## src/cpsd_pkg.sv

```systemverilog
// ----------------------------------------------------------------------------
// Checkpoint slot directory package
// Shared operation codes and the command and status groups that pass
// between the controller and the datapath.
// ----------------------------------------------------------------------------
package cpsd_pkg;

    typedef enum logic [1:0] {
        OP_CLEAR = 2'd0,
        OP_SAVE  = 2'd1,
        OP_FIND  = 2'd2,
        OP_QUERY = 2'd3
    } op_t;

    // Source of the directory read address.
    typedef enum logic [1:0] {
        RD_ANCHOR = 2'd0,
        RD_SCAN   = 2'd1,
        RD_SLOT   = 2'd2
    } rd_sel_t;

    typedef struct packed {
        logic    capture;
        logic    clear;
        logic    save_wr;
        rd_sel_t rd_sel;
        logic    scan;
        logic    query_ev;
        logic    find_res;
        logic    load_out;
    } cmd_t;

    typedef struct packed {
        logic scan_last;
        logic out_free;
    } status_t;

endpackage

```

## src/cpsd_ram.sv

```systemverilog
// ----------------------------------------------------------------------------
// Checkpoint slot directory RAM
// Generic single write port, single read port memory with registered read.
// ----------------------------------------------------------------------------
module cpsd_ram #(
    parameter int WIDTH = 64,
    parameter int DEPTH = 8
) (
    input  logic                     clk,
    input  logic                     we,
    input  logic [$clog2(DEPTH)-1:0] waddr,
    input  logic [WIDTH-1:0]         wdata,
    input  logic [$clog2(DEPTH)-1:0] raddr,
    output logic [WIDTH-1:0]         rdata
);

    logic [WIDTH-1:0] mem [DEPTH];

    always_ff @(posedge clk)
    begin
        if (we)
        begin
            mem[waddr] <= wdata;
        end
        rdata <= mem[raddr];
    end

endmodule

```

## src/cpsd_ctrl.sv

```systemverilog
// ----------------------------------------------------------------------------
// Checkpoint slot directory controller
// Sequences one operation at a time and issues commands to the datapath.
// ----------------------------------------------------------------------------
module cpsd_ctrl
    import cpsd_pkg::*;
(
    input  logic    clk,
    input  logic    rst_n,
    input  logic    in_valid,
    output logic    in_stall,
    input  op_t     op,
    input  status_t status,
    output cmd_t    cmd
);

    typedef enum logic [3:0] {
        S_IDLE,
        S_CLEAR,
        S_SAVE_RD,
        S_SAVE_WR,
        S_QUERY_RD,
        S_QUERY_EV,
        S_FIND,
        S_FIND_END,
        S_FIND_RES,
        S_RESP
    } state_t;

    state_t state_reg;
    state_t state_next;
    logic   accept;

    assign in_stall = (state_reg != S_IDLE);
    assign accept   = in_valid && (state_reg == S_IDLE);

    always_comb
    begin
        state_next   = state_reg;
        cmd          = '0;
        cmd.rd_sel   = RD_ANCHOR;
        unique case (state_reg)
            S_IDLE:
            begin
                if (accept)
                begin
                    cmd.capture = 1'b1;
                    unique case (op)
                        OP_CLEAR: state_next = S_CLEAR;
                        OP_SAVE:  state_next = S_SAVE_RD;
                        OP_FIND:  state_next = S_FIND;
                        OP_QUERY: state_next = S_QUERY_RD;
                        default:  state_next = S_CLEAR;
                    endcase
                end
            end
            S_CLEAR:
            begin
                cmd.clear  = 1'b1;
                state_next = S_RESP;
            end
            S_SAVE_RD:
            begin
                cmd.rd_sel = RD_ANCHOR;
                state_next = S_SAVE_WR;
            end
            S_SAVE_WR:
            begin
                cmd.save_wr = 1'b1;
                state_next  = S_RESP;
            end
            S_QUERY_RD:
            begin
                cmd.rd_sel = RD_SLOT;
                state_next = S_QUERY_EV;
            end
            S_QUERY_EV:
            begin
                cmd.query_ev = 1'b1;
                state_next   = S_RESP;
            end
            S_FIND:
            begin
                cmd.rd_sel = RD_SCAN;
                cmd.scan   = 1'b1;
                if (status.scan_last)
                begin
                    state_next = S_FIND_END;
                end
            end
            S_FIND_END:
            begin
                state_next = S_FIND_RES;
            end
            S_FIND_RES:
            begin
                cmd.find_res = 1'b1;
                state_next   = S_RESP;
            end
            S_RESP:
            begin
                if (status.out_free)
                begin
                    cmd.load_out = 1'b1;
                    state_next   = S_IDLE;
                end
            end
            default:
            begin
                state_next = S_IDLE;
            end
        endcase
    end

    always_ff @(posedge clk or negedge rst_n)
    begin
        if (!rst_n)
        begin
            state_reg <= S_IDLE;
        end
        else
        begin
            state_reg <= state_next;
        end
    end

endmodule

```

## src/cpsd_dp.sv

```systemverilog
// ----------------------------------------------------------------------------
// Checkpoint slot directory datapath
// Holds the slot table, counters, the find scan and the output register.
// ----------------------------------------------------------------------------
module cpsd_dp
    import cpsd_pkg::*;
#(
    parameter int SLOTS = 8
) (
    input  logic        clk,
    input  logic        rst_n,
    input  cmd_t        cmd,
    output status_t     status,
    input  logic [31:0] step,
    input  logic [2:0]  slot,
    output logic        out_valid,
    input  logic        out_stall,
    output logic [2:0]  slot_index,
    output logic        found,
    output logic [31:0] slot_step,
    output logic [3:0]  used_count
);

    localparam int IDXW = $clog2(SLOTS);
    localparam int CNTW = $clog2(SLOTS + 1);
    localparam logic [IDXW:0] SLOTS_X = (IDXW + 1)'(SLOTS);
    localparam logic [IDXW-1:0] LAST_IDX = IDXW'(SLOTS - 1);
    localparam logic [CNTW-1:0] SLOTS_C = CNTW'(SLOTS);
    localparam logic [IDXW-1:0] IDX_ONE = IDXW'(1);

    // Captured operation.
    logic [31:0]     step_reg;
    logic [2:0]      slot_reg;

    // Directory state.
    logic [SLOTS-1:0] valid_reg;
    logic [31:0]      seq_reg;
    logic [IDXW-1:0]  ring_reg;
    logic [CNTW-1:0]  count_reg;

    // Find scan.
    logic [IDXW-1:0] scan_reg;
    logic [IDXW-1:0] cmp_idx_reg;
    logic            cmp_vld_reg;
    logic            have_reg;
    logic [IDXW-1:0] best_idx_reg;
    logic [31:0]     best_step_reg;
    logic [31:0]     best_seq_reg;

    // Result of the current operation.
    logic [IDXW-1:0] res_idx_reg;
    logic            res_found_reg;
    logic [31:0]     res_step_reg;

    // Output word.
    logic            out_valid_reg;
    logic [2:0]      slot_index_reg;
    logic            found_reg;
    logic [31:0]     slot_step_reg;
    logic [3:0]      used_count_reg;

    // Memory interface: upper half is the step, lower half the sequence.
    logic [IDXW-1:0] raddr;
    logic [63:0]     rdata;
    logic [31:0]     rd_step;
    logic [31:0]     rd_seq;
    logic            ram_we;
    logic [IDXW-1:0] save_idx;
    logic [31:0]     seq_inc;
    logic [IDXW:0]   ring_inc;
    logic            slot_in_range;
    logic            cand;

    assign rd_step = rdata[63:32];
    assign rd_seq  = rdata[31:0];
    assign ram_we  = cmd.save_wr;
    assign seq_inc = seq_reg + 32'd1;
    assign ring_inc = {1'b0, ring_reg} + (IDXW + 1)'(1);

    always_comb
    begin
        unique case (cmd.rd_sel)
            RD_ANCHOR: raddr = '0;
            RD_SCAN:   raddr = scan_reg;
            RD_SLOT:   raddr = IDXW'(slot_reg);
            default:   raddr = '0;
        endcase
    end

    // A save goes to the anchor for the first save or a repeated anchor step.
    always_comb
    begin
        if (seq_reg == 32'd0 || (valid_reg[0] && rd_step == step_reg))
        begin
            save_idx = '0;
        end
        else if (ring_reg == '0)
        begin
            save_idx = IDX_ONE;
        end
        else
        begin
            save_idx = ring_reg;
        end
    end

    assign slot_in_range = (7'(slot_reg) < 7'(SLOTS));

    // The newest entry wins among equal steps.
    assign cand = valid_reg[cmp_idx_reg] && (rd_step <= step_reg) &&
                  (!have_reg || rd_step > best_step_reg ||
                   (rd_step == best_step_reg && rd_seq > best_seq_reg));

    assign status.scan_last = (scan_reg == LAST_IDX);
    assign status.out_free  = !out_valid_reg || !out_stall;

    cpsd_ram #(
        .WIDTH(64),
        .DEPTH(SLOTS)
    ) u_ram (
        .clk   (clk),
        .we    (ram_we),
        .waddr (save_idx),
        .wdata ({step_reg, seq_inc}),
        .raddr (raddr),
        .rdata (rdata)
    );

    // Payload registers.
    always_ff @(posedge clk)
    begin
        if (cmd.capture)
        begin
            step_reg <= step;
            slot_reg <= slot;
        end
        if (cmd.scan)
        begin
            cmp_idx_reg <= scan_reg;
        end
        if (cmp_vld_reg && cand)
        begin
            best_idx_reg  <= cmp_idx_reg;
            best_step_reg <= rd_step;
            best_seq_reg  <= rd_seq;
        end
        if (cmd.clear)
        begin
            res_idx_reg   <= '0;
            res_found_reg <= 1'b0;
            res_step_reg  <= '0;
        end
        if (cmd.save_wr)
        begin
            res_idx_reg   <= save_idx;
            res_found_reg <= 1'b0;
            res_step_reg  <= '0;
        end
        if (cmd.query_ev)
        begin
            res_idx_reg   <= '0;
            res_found_reg <= slot_in_range && valid_reg[IDXW'(slot_reg)];
            res_step_reg  <= (slot_in_range && valid_reg[IDXW'(slot_reg)]) ? rd_step : '0;
        end
        if (cmd.find_res)
        begin
            res_idx_reg   <= have_reg ? best_idx_reg : '0;
            res_found_reg <= have_reg;
            res_step_reg  <= '0;
        end
        if (cmd.load_out)
        begin
            slot_index_reg <= 3'(res_idx_reg);
            found_reg      <= res_found_reg;
            slot_step_reg  <= res_step_reg;
            used_count_reg <= 4'(count_reg);
        end
    end

    // Control and directory state.
    always_ff @(posedge clk or negedge rst_n)
    begin
        if (!rst_n)
        begin
            valid_reg     <= '0;
            seq_reg       <= '0;
            ring_reg      <= '0;
            count_reg     <= '0;
            scan_reg      <= '0;
            cmp_vld_reg   <= 1'b0;
            have_reg      <= 1'b0;
            out_valid_reg <= 1'b0;
        end
        else
        begin
            if (cmd.capture)
            begin
                scan_reg    <= '0;
                cmp_vld_reg <= 1'b0;
                have_reg    <= 1'b0;
            end
            if (cmd.scan)
            begin
                scan_reg    <= scan_reg + IDX_ONE;
                cmp_vld_reg <= 1'b1;
            end
            else if (!cmd.capture)
            begin
                cmp_vld_reg <= 1'b0;
            end
            if (cmp_vld_reg && cand)
            begin
                have_reg <= 1'b1;
            end
            if (cmd.clear)
            begin
                valid_reg <= '0;
                seq_reg   <= '0;
                ring_reg  <= '0;
                count_reg <= '0;
            end
            if (cmd.save_wr)
            begin
                valid_reg[save_idx] <= 1'b1;
                seq_reg             <= seq_inc;
                if (seq_reg == 32'd0 || ring_inc >= SLOTS_X || ring_reg == '0)
                begin
                    ring_reg <= IDX_ONE;
                end
                else
                begin
                    ring_reg <= ring_inc[IDXW-1:0];
                end
                if (count_reg < SLOTS_C)
                begin
                    count_reg <= count_reg + CNTW'(1);
                end
            end
            if (cmd.load_out)
            begin
                out_valid_reg <= 1'b1;
            end
            else if (!out_stall)
            begin
                out_valid_reg <= 1'b0;
            end
        end
    end

    assign out_valid  = out_valid_reg;
    assign slot_index = slot_index_reg;
    assign found      = found_reg;
    assign slot_step  = slot_step_reg;
    assign used_count = used_count_reg;

endmodule

```

## src/checkpoint_slot_directory_core.sv

```systemverilog
// ----------------------------------------------------------------------------
// Checkpoint slot directory core
// Directory of checkpoint slots: an anchor slot plus a rotating ring.
// ----------------------------------------------------------------------------
// Usage: an input word carries opcode, step and slot and is taken when
// in_valid is high and in_stall is low. Each word yields one result word
// (slot_index, found, slot_step, used_count), taken when out_valid is high
// and out_stall is low.
// One operation is worked on at a time; in_stall stays high until its
// result has been loaded into the output register. Clear passes through
// S_CLEAR, save through S_SAVE_RD and S_SAVE_WR, query through S_QUERY_RD
// and S_QUERY_EV, find through S_FIND, S_FIND_END and S_FIND_RES; each then
// waits in S_RESP. Find reads the slot memory one entry per cycle, which
// sets its length; save and query each need one registered memory read.
// A result waiting in the output register does not block the next word
// from being taken; the following result waits until the first is taken.
// Reset clears the valid bits, the sequence counter, ring pointer and use
// count; slot memory contents are not cleared and are ignored until the
// slot is written. A stalled result holds its value on the output ports.
// ----------------------------------------------------------------------------
module checkpoint_slot_directory_core
    import cpsd_pkg::*;
#(
    parameter int SLOTS = 8
) (
    input  logic        clk,
    input  logic        rst_n,
    input  logic        in_valid,
    output logic        in_stall,
    input  logic [1:0]  opcode,
    input  logic [31:0] step,
    input  logic [2:0]  slot,
    output logic        out_valid,
    input  logic        out_stall,
    output logic [2:0]  slot_index,
    output logic        found,
    output logic [31:0] slot_step,
    output logic [3:0]  used_count
);

    cmd_t    cmd;
    status_t status;

    cpsd_ctrl u_ctrl (
        .clk      (clk),
        .rst_n    (rst_n),
        .in_valid (in_valid),
        .in_stall (in_stall),
        .op       (op_t'(opcode)),
        .status   (status),
        .cmd      (cmd)
    );

    cpsd_dp #(
        .SLOTS(SLOTS)
    ) u_dp (
        .clk        (clk),
        .rst_n      (rst_n),
        .cmd        (cmd),
        .status     (status),
        .step       (step),
        .slot       (slot),
        .out_valid  (out_valid),
        .out_stall  (out_stall),
        .slot_index (slot_index),
        .found      (found),
        .slot_step  (slot_step),
        .used_count (used_count)
    );

endmodule
```

## config.mk

```make
export PLATFORM = sky130hd
export DESIGN_NAME = checkpoint_slot_directory_core
export DESIGN_NICKNAME = d
export VERILOG_FILES = /design/src/cpsd_pkg.sv /design/src/cpsd_ram.sv /design/src/cpsd_ctrl.sv /design/src/cpsd_dp.sv /design/src/checkpoint_slot_directory_core.sv
export SDC_FILE = /design/constraint.sdc
export NUM_CORES = 1
export LEC_CHECK = 0
export ABC_AREA = 1
export BUFFER_PORTS_ARGS = -buffer_cell sky130_fd_sc_hd__clkbuf_2
export CAP_MARGIN = 40
export CORE_ASPECT_RATIO = 1.1
export CORE_MARGIN = 2
export CORE_UTILIZATION = 47
export CTS_CLUSTER_SIZE = 10
export DETAILED_ROUTE_END_ITERATION = 8
export MAX_ROUTING_LAYER = met4
export PLACE_DENSITY = 0.7
export SETUP_SLACK_MARGIN = 0.5
export SLEW_MARGIN = 20
export SYNTH_ARGS = -nofsm -noshare
export SYNTH_HDL_FRONTEND = slang
export SYNTH_SLANG_ARGS = --single-unit
```

## constraint.sdc

```tcl
create_clock -name clk -period 9.95 [get_ports clk]
set_clock_uncertainty 0.05 [all_clocks]
set_input_delay 0.995 -clock clk [delete_from_list [all_inputs] [get_ports clk]]
set_output_delay 0.995 -clock clk [all_outputs]
set_load 0.05 [all_outputs]
```

# Yosys cells after proc, flatten, opt, wreduce, memory -nomap -nowiden
# Memory sizes are Yosys's and may differ from the RTL's. A register that Yosys moved wholly into a read port is not among the register bits.
# Cells that the tools add are included.
[word_totals] register_bits=238 latchBits=0 n_memories=1 mem_bits_ro=0 elab_cells=140 ram_bits=512
[mem_list] name="u_dp.u_ram.mem" words=8 word_bits=64 read_ports=1 rd_ports_with_merged_regs=1 write_ports=1 line="cpsd_ram.sv:17" source="logic [WIDTH-1:0] mem [DEPTH];"
[op_classes] reduce_logical=28 bitwise_logic=1 n_addsub=4 n_shift=0 order_cmp=9 mul=0 n_div=0 muxes=54 n_eq_ne=21
[ops] op="$mux 32" n=5
[ops] op="$eq 32x32->1" n=2
[ops] op="$gt 32x32->1" n=2
[ops] op="$mux 3" n=11
[ops] op="$add 32x1->32 const B" n=1
[ops] op="$le 32x32->1" n=1
[ops] op="$logic_not 32->1" n=1
[ops] op="$pmux 4 s7" n=1
[ops] op="$mux 4" n=6
[ops] op="$mux 1" n=23
[ops] op="$eq 4x3->1 const B" n=4
[ops] op="$mux 8" n=2
[ops] op="$pmux 4 s4" n=1
[ops] op="$lt 3x4->1 const B" n=3
[ops] op="$eq 4x2->1 const B" n=2
[ops] op="$eq 4x4->1 const B" n=2
[ops] op="$or 8x8->8" n=1
[ops] op="$reduce_bool 4->1" n=2
[ops] op="$logic_and 1x1->1" n=7
[ops] op="$bmux 1 s3" n=2
[ops] op="$eq 2x2->1 const B" n=3
[ops] op="$logic_or 1x1->1" n=6
[ops] op="$pmux 3 s2" n=1
[ops] op="$reduce_bool 2->1" n=3
[ops] op="other kinds (20)" n=25

# Depth between registers and ports, before layout
[logic_depth] depth_word=10 ltp_mapped=17 ltp_nobuf=17

# Cells and area by module
# Synthesis repeated with hierarchy kept, for this count alone.
[unflattened] cells_unflattened=3507 hier_area_um2=35617.9
[modules_own_cells] mod="cpsd_ram" area_each_um2=23657.7 n_inst=1 cells_each=2294 seq_area_each_um2=16656.0
[modules_own_cells] mod="cpsd_dp" area_each_um2=11562.3 n_inst=1 cells_each=1155 seq_area_each_um2=6441.2
[modules_own_cells] mod="cpsd_ctrl" area_each_um2=397.9 n_inst=1 cells_each=58 seq_area_each_um2=100.1

# Worst setup path after synthesis
# OpenSTA, ideal clock, no wires.
[synth_timing] path_type="reg-to-reg" start="reg u_dp.step_reg[7]" end="mem u_dp.u_ram.mem[0][0], enable pin" t_arrival_ns=4.248 setup_slack_ns=5.166 setup_time_ns=0.486 path_buffers=0 path_stages_with_launch=11 cell_sequence="edfxtp_1 inv_1 ha_1 nand2_1 nor2_1 nand4_1 nor2_1 nand4_1 nand3_1 nand2_1 nor2_1"
[synth_via] elab_chain_len=4
[synth_lines] element="start, declared" line="cpsd_dp.sv:32" source="logic [31:0] step_reg;"
[synth_lines] element="start signal, assigned" line="cpsd_dp.sv:134" source="step_reg <= step;"
[synth_lines] element="$eq 32x32->1" line="cpsd_dp.sv:93" source="if (seq_reg == 32'd0 || (valid_reg[0] && rd_step == step_reg))"
[synth_lines] element="$logic_and 1x1->1" line="cpsd_dp.sv:93"
[synth_lines] element="$logic_or 1x1->1" line="cpsd_dp.sv:93"
[synth_lines] element="$mux 3" line="cpsd_dp.sv:93"
[synth_lines] element="end, declared" line="cpsd_ram.sv:17"
# Every way passes these cells.

# Worst setup path in the final report
[layout_timing] start="reg u_dp.step_reg[7]" end="mem u_dp.u_ram.mem[4][38], enable pin"
# Same word-level chain as after synthesis.

==> metrics.md <==
| Metric | Value |
|---|---|
| Status | complete, no violations |
| Layout cells sized above 1 | 0.09622 |
| Fraction of registers with async set/reset | 0.07002 |
| Routed vias/inst | 5.379 |
| WP data required | 10150 ps |
| Number of top-level pins | 83 |
| Pre-CTS setup slack | 5407 ps |
| Cells after Synth | 2781 |
| Tot Pwr | 7.977 mW |
| Max reg flops | 512 |
| Num rows | 103 |
| GR peak layer | met2 |
| Syn Area/Cell | 12.17 um^2 |
| Count of different cell masters after synthesis | 48 |
| Synth Cell Area | 33840 um^2 |
| Avg WL per Cell | 19.53 um |
| Die ar. | 74160 um^2 |
| Largest net degree at the start of global routing | 130 |
| Drt initial violations | 1730 |
| CTS max path bufs | 3 |
| Clock Pin Slew Worst Setup and Hold Paths | 60 ps |
| Setup violators final | 0 |
| Crit Path Max Fanout | 38 |
| Crit path kind | reg2reg |
| Inserted Clock Buffers | 92 |
| FF-to-FF setup slack | 5420 ps |
| # hold bufs at CTS | 0 |
| Vias | 21.02k |
| Worst reg2reg path depth | 13 |
| Final worst slack | 5415 ps |
| HP Class | in2async |
| Critical R2R Launch | u_dp.step_reg[7] |
| H-tree lvl count | 3 |
| Fillers | 5966 |
| Area growth syn-to-layout | 12.62% |
| Final instance area | 38110 um^2 |
| Hold Fails Final Rpt | 0 |
| GRT overflow | 0 |
| Seq/Total Area, Yosys | 0.6855 |
| CTS sink cnt | 814 |
| Final cell count without fillers | 3908 |
| Initial core utilization | 0.4731 |
| Final Cycle Share | 0.4558 |
| GR Util met1 | 0.2742 |
| Dpl cells | 3732 |
| Predominant post-synthesis flop cell | edfxtp_1 |
| Setup TNS | 0 ps |
| All-layer global routing usage | 0.2132 |
| Initial antenna violation count | 0 |
| Met2 GRT Util | 0.3498 |
| Max-Cap Viols | 0 |
| Crit start category | register |
| Final HPWL DP | 45.96 mm |
| Vias in the first global route | 21.38k |
| Power per Cell Area | 209.3 nW/um^2 |
| CTS tree | built |
| Worst R2R End | u_dp.u_ram.mem[4][38] |
| Clk Latency, worst-skew pair | 640 ps |
| Period minus WS final | 4535 ps |
| Worst vdd ir | 0.2005 mV |
| Final nets | 3035 |
| Reg with most FFs | u_dp.u_ram.mem |
| CP Capture Type | register |
| Worst slew margin | 0.4129 |
| First-pass GRT wire length | 119.2 mm |
| Final GP Congestion | 0.8577 |
| Post-synth EDFFs | 661 |
| Number of synthesized register bits | 814 |
| Residual DRC | 0 |
| Clock tree root driver cell | clkbuf_16 |
| Die W | 259.8 um |
| Post-cts sizing count | 0 |
| Synthesized Nets | 2931 |
| WL final | 76.32 mm |
| Met3 global-route usage | 0.02800 |
| Measured slew at the worst slew-check pin | 878.6 ps |
| Core Util, Final | 0.5328 |
| Placed inst area | 35320 um^2 |
| Fin Hold WS | 213.1 ps |
| Final-report max-slew violation count | 0 |
| Pleak | 14.20 nW |
| Post-route ant nets | 0 |
| Port bufs | 82 |
| Crit path DAT | 4730 ps |
| Top flop regs | u_dp.u_ram.mem: 512 flops, u_dp.u_ram.rdata: 64 flops |
| Max Clk Rate | 220.5 MHz |
| Die span in y | 285.4 um |
| Initial DRT Pass Iterations | 5 |
| Unrepaired setup endpoints after global routing | false |
| Core Region | 71520 um^2 |
| Postcts setup bufs | 0 |
| Syn. warnings | 0 |
==> placed cells by master (no fill, tap or decap), types with 64 or more instances in the layout <==
cell type / count
clkbuf_2: 82
or2_0: 86
or2_1: 85
nand2_1: 399
nor2_1: 213
dfxtp_1: 96
inv_1: 309
clkbuf_16: 95
clkbuf_1: 68
edfxtp_1: 661
o21ai_1: 67
o31ai_1: 64
ha_1: 109
o211ai_1: 193
o21ai_0: 82
==> metal layers <==
layer,routed length (um),vias up
met1,32320,10340
li1,-,9905
met5,0,-
met2,37700,652
met3,4313,127
met4,1988,0
==> power by group <==
group	leakage, nW	total (mW)	internal [mW]	switching (mW)
logic	5.19	0.853	0.204	0.649
clock network	1.29	3.06	1.78	1.28
registers	7.72	4.06	3.93	0.133
==> Yosys cell counts (4+ instances only) <==
master / instances / area share
o21ai_1: 67 / 0.0099
nor4_1: 5 / 0.00092
nor3_1: 13 / 0.0019
o21ai_0: 82 / 0.012
buf_4: 14 / 0.0031
dfxtp_1: 96 / 0.057
nor2_2: 6 / 0.0011
buf_1: 6 / 0.00067
inv_1: 317 / 0.035
nand2_1: 400 / 0.044
clkbuf_1: 38 / 0.0042
o22ai_1: 13 / 0.0024
a21o_1: 4 / 0.00089
inv_2: 6 / 0.00067
nand4_1: 20 / 0.0037
or2_1: 85 / 0.016
dfrtp_1: 57 / 0.042
o21a_1: 5 / 0.0011
o31ai_1: 64 / 0.014
a21oi_1: 51 / 0.0075
xor2_1: 14 / 0.0036
or2_2: 25 / 0.0046
nand3_1: 46 / 0.0068
ha_1: 109 / 0.040
or2_0: 86 / 0.016
buf_2: 40 / 0.0059
clkinv_1: 8 / 0.00089
nor2_1: 217 / 0.024
buf_6: 13 / 0.0043
o211ai_1: 193 / 0.043
edfxtp_1: 661 / 0.59
==> cells by family after synthesis <==
| family | count (synthesis) | share of synthesized area |
|---|---|---|
| compound gates | 488 | 0.09329 |
| xor+xnor | 14 | 0.003624 |
| fa+ha+maj | 109 | 0.04030 |
| buf+inv | 443 | 0.05509 |
| flops | 814 | 0.6855 |
| simple gates | 913 | 0.1222 |
==> area by class of cell <==
| type | instances | area (um^2) | share of cell area |
|---|---|---|---|
| Inverter | 332 | 1256 | 0.03296 |
| Clock buffer | 163 | 2633 | 0.06908 |
| Clock inverter | 8 | 63.81 | 0.001674 |
| Sequential cell | 814 | 23200 | 0.6087 |
| Tap cell | 945 | 1182 | 0.03103 |
| Timing Repair Buffer | 121 | 939.7 | 0.02466 |
| Multi-Input combinational cell | 1524 | 8836 | 0.2319 |
| Antenna cell | 1 | 2.502 | 0.00006566 |
==> critical path, cell delays in order, from the launching register on <==
cell      delay [ps]
edfxtp_1         490
inv_1             80
ha_1             310
nand2_1           80
nor2_1           170
nand4_1          180
nor2_1           350
nand4_1          380
nand3_1          260
nand2_1          220
inv_1            140
nand2_1          110
inv_2            580
buf_4            710
==> how the worst max path moves through the flow <==
stage                       endpoint                 from
2_1_floorplan   u_dp.u_ram.mem[0][0]     u_dp.step_reg[7]
3_3_place_gp    u_dp.u_ram.rdata[24]  u_ctrl.state_reg[3]
3_5_place_dp   u_dp.u_ram.mem[4][36]     u_dp.step_reg[7]
4_1_cts        u_dp.u_ram.mem[4][33]     u_dp.step_reg[7]
5_1_grt        u_dp.u_ram.mem[4][33]     u_dp.step_reg[7]
6_report       u_dp.u_ram.mem[4][38]     u_dp.step_reg[7]
Note: power is estimated with default switching activity, not from simulation.
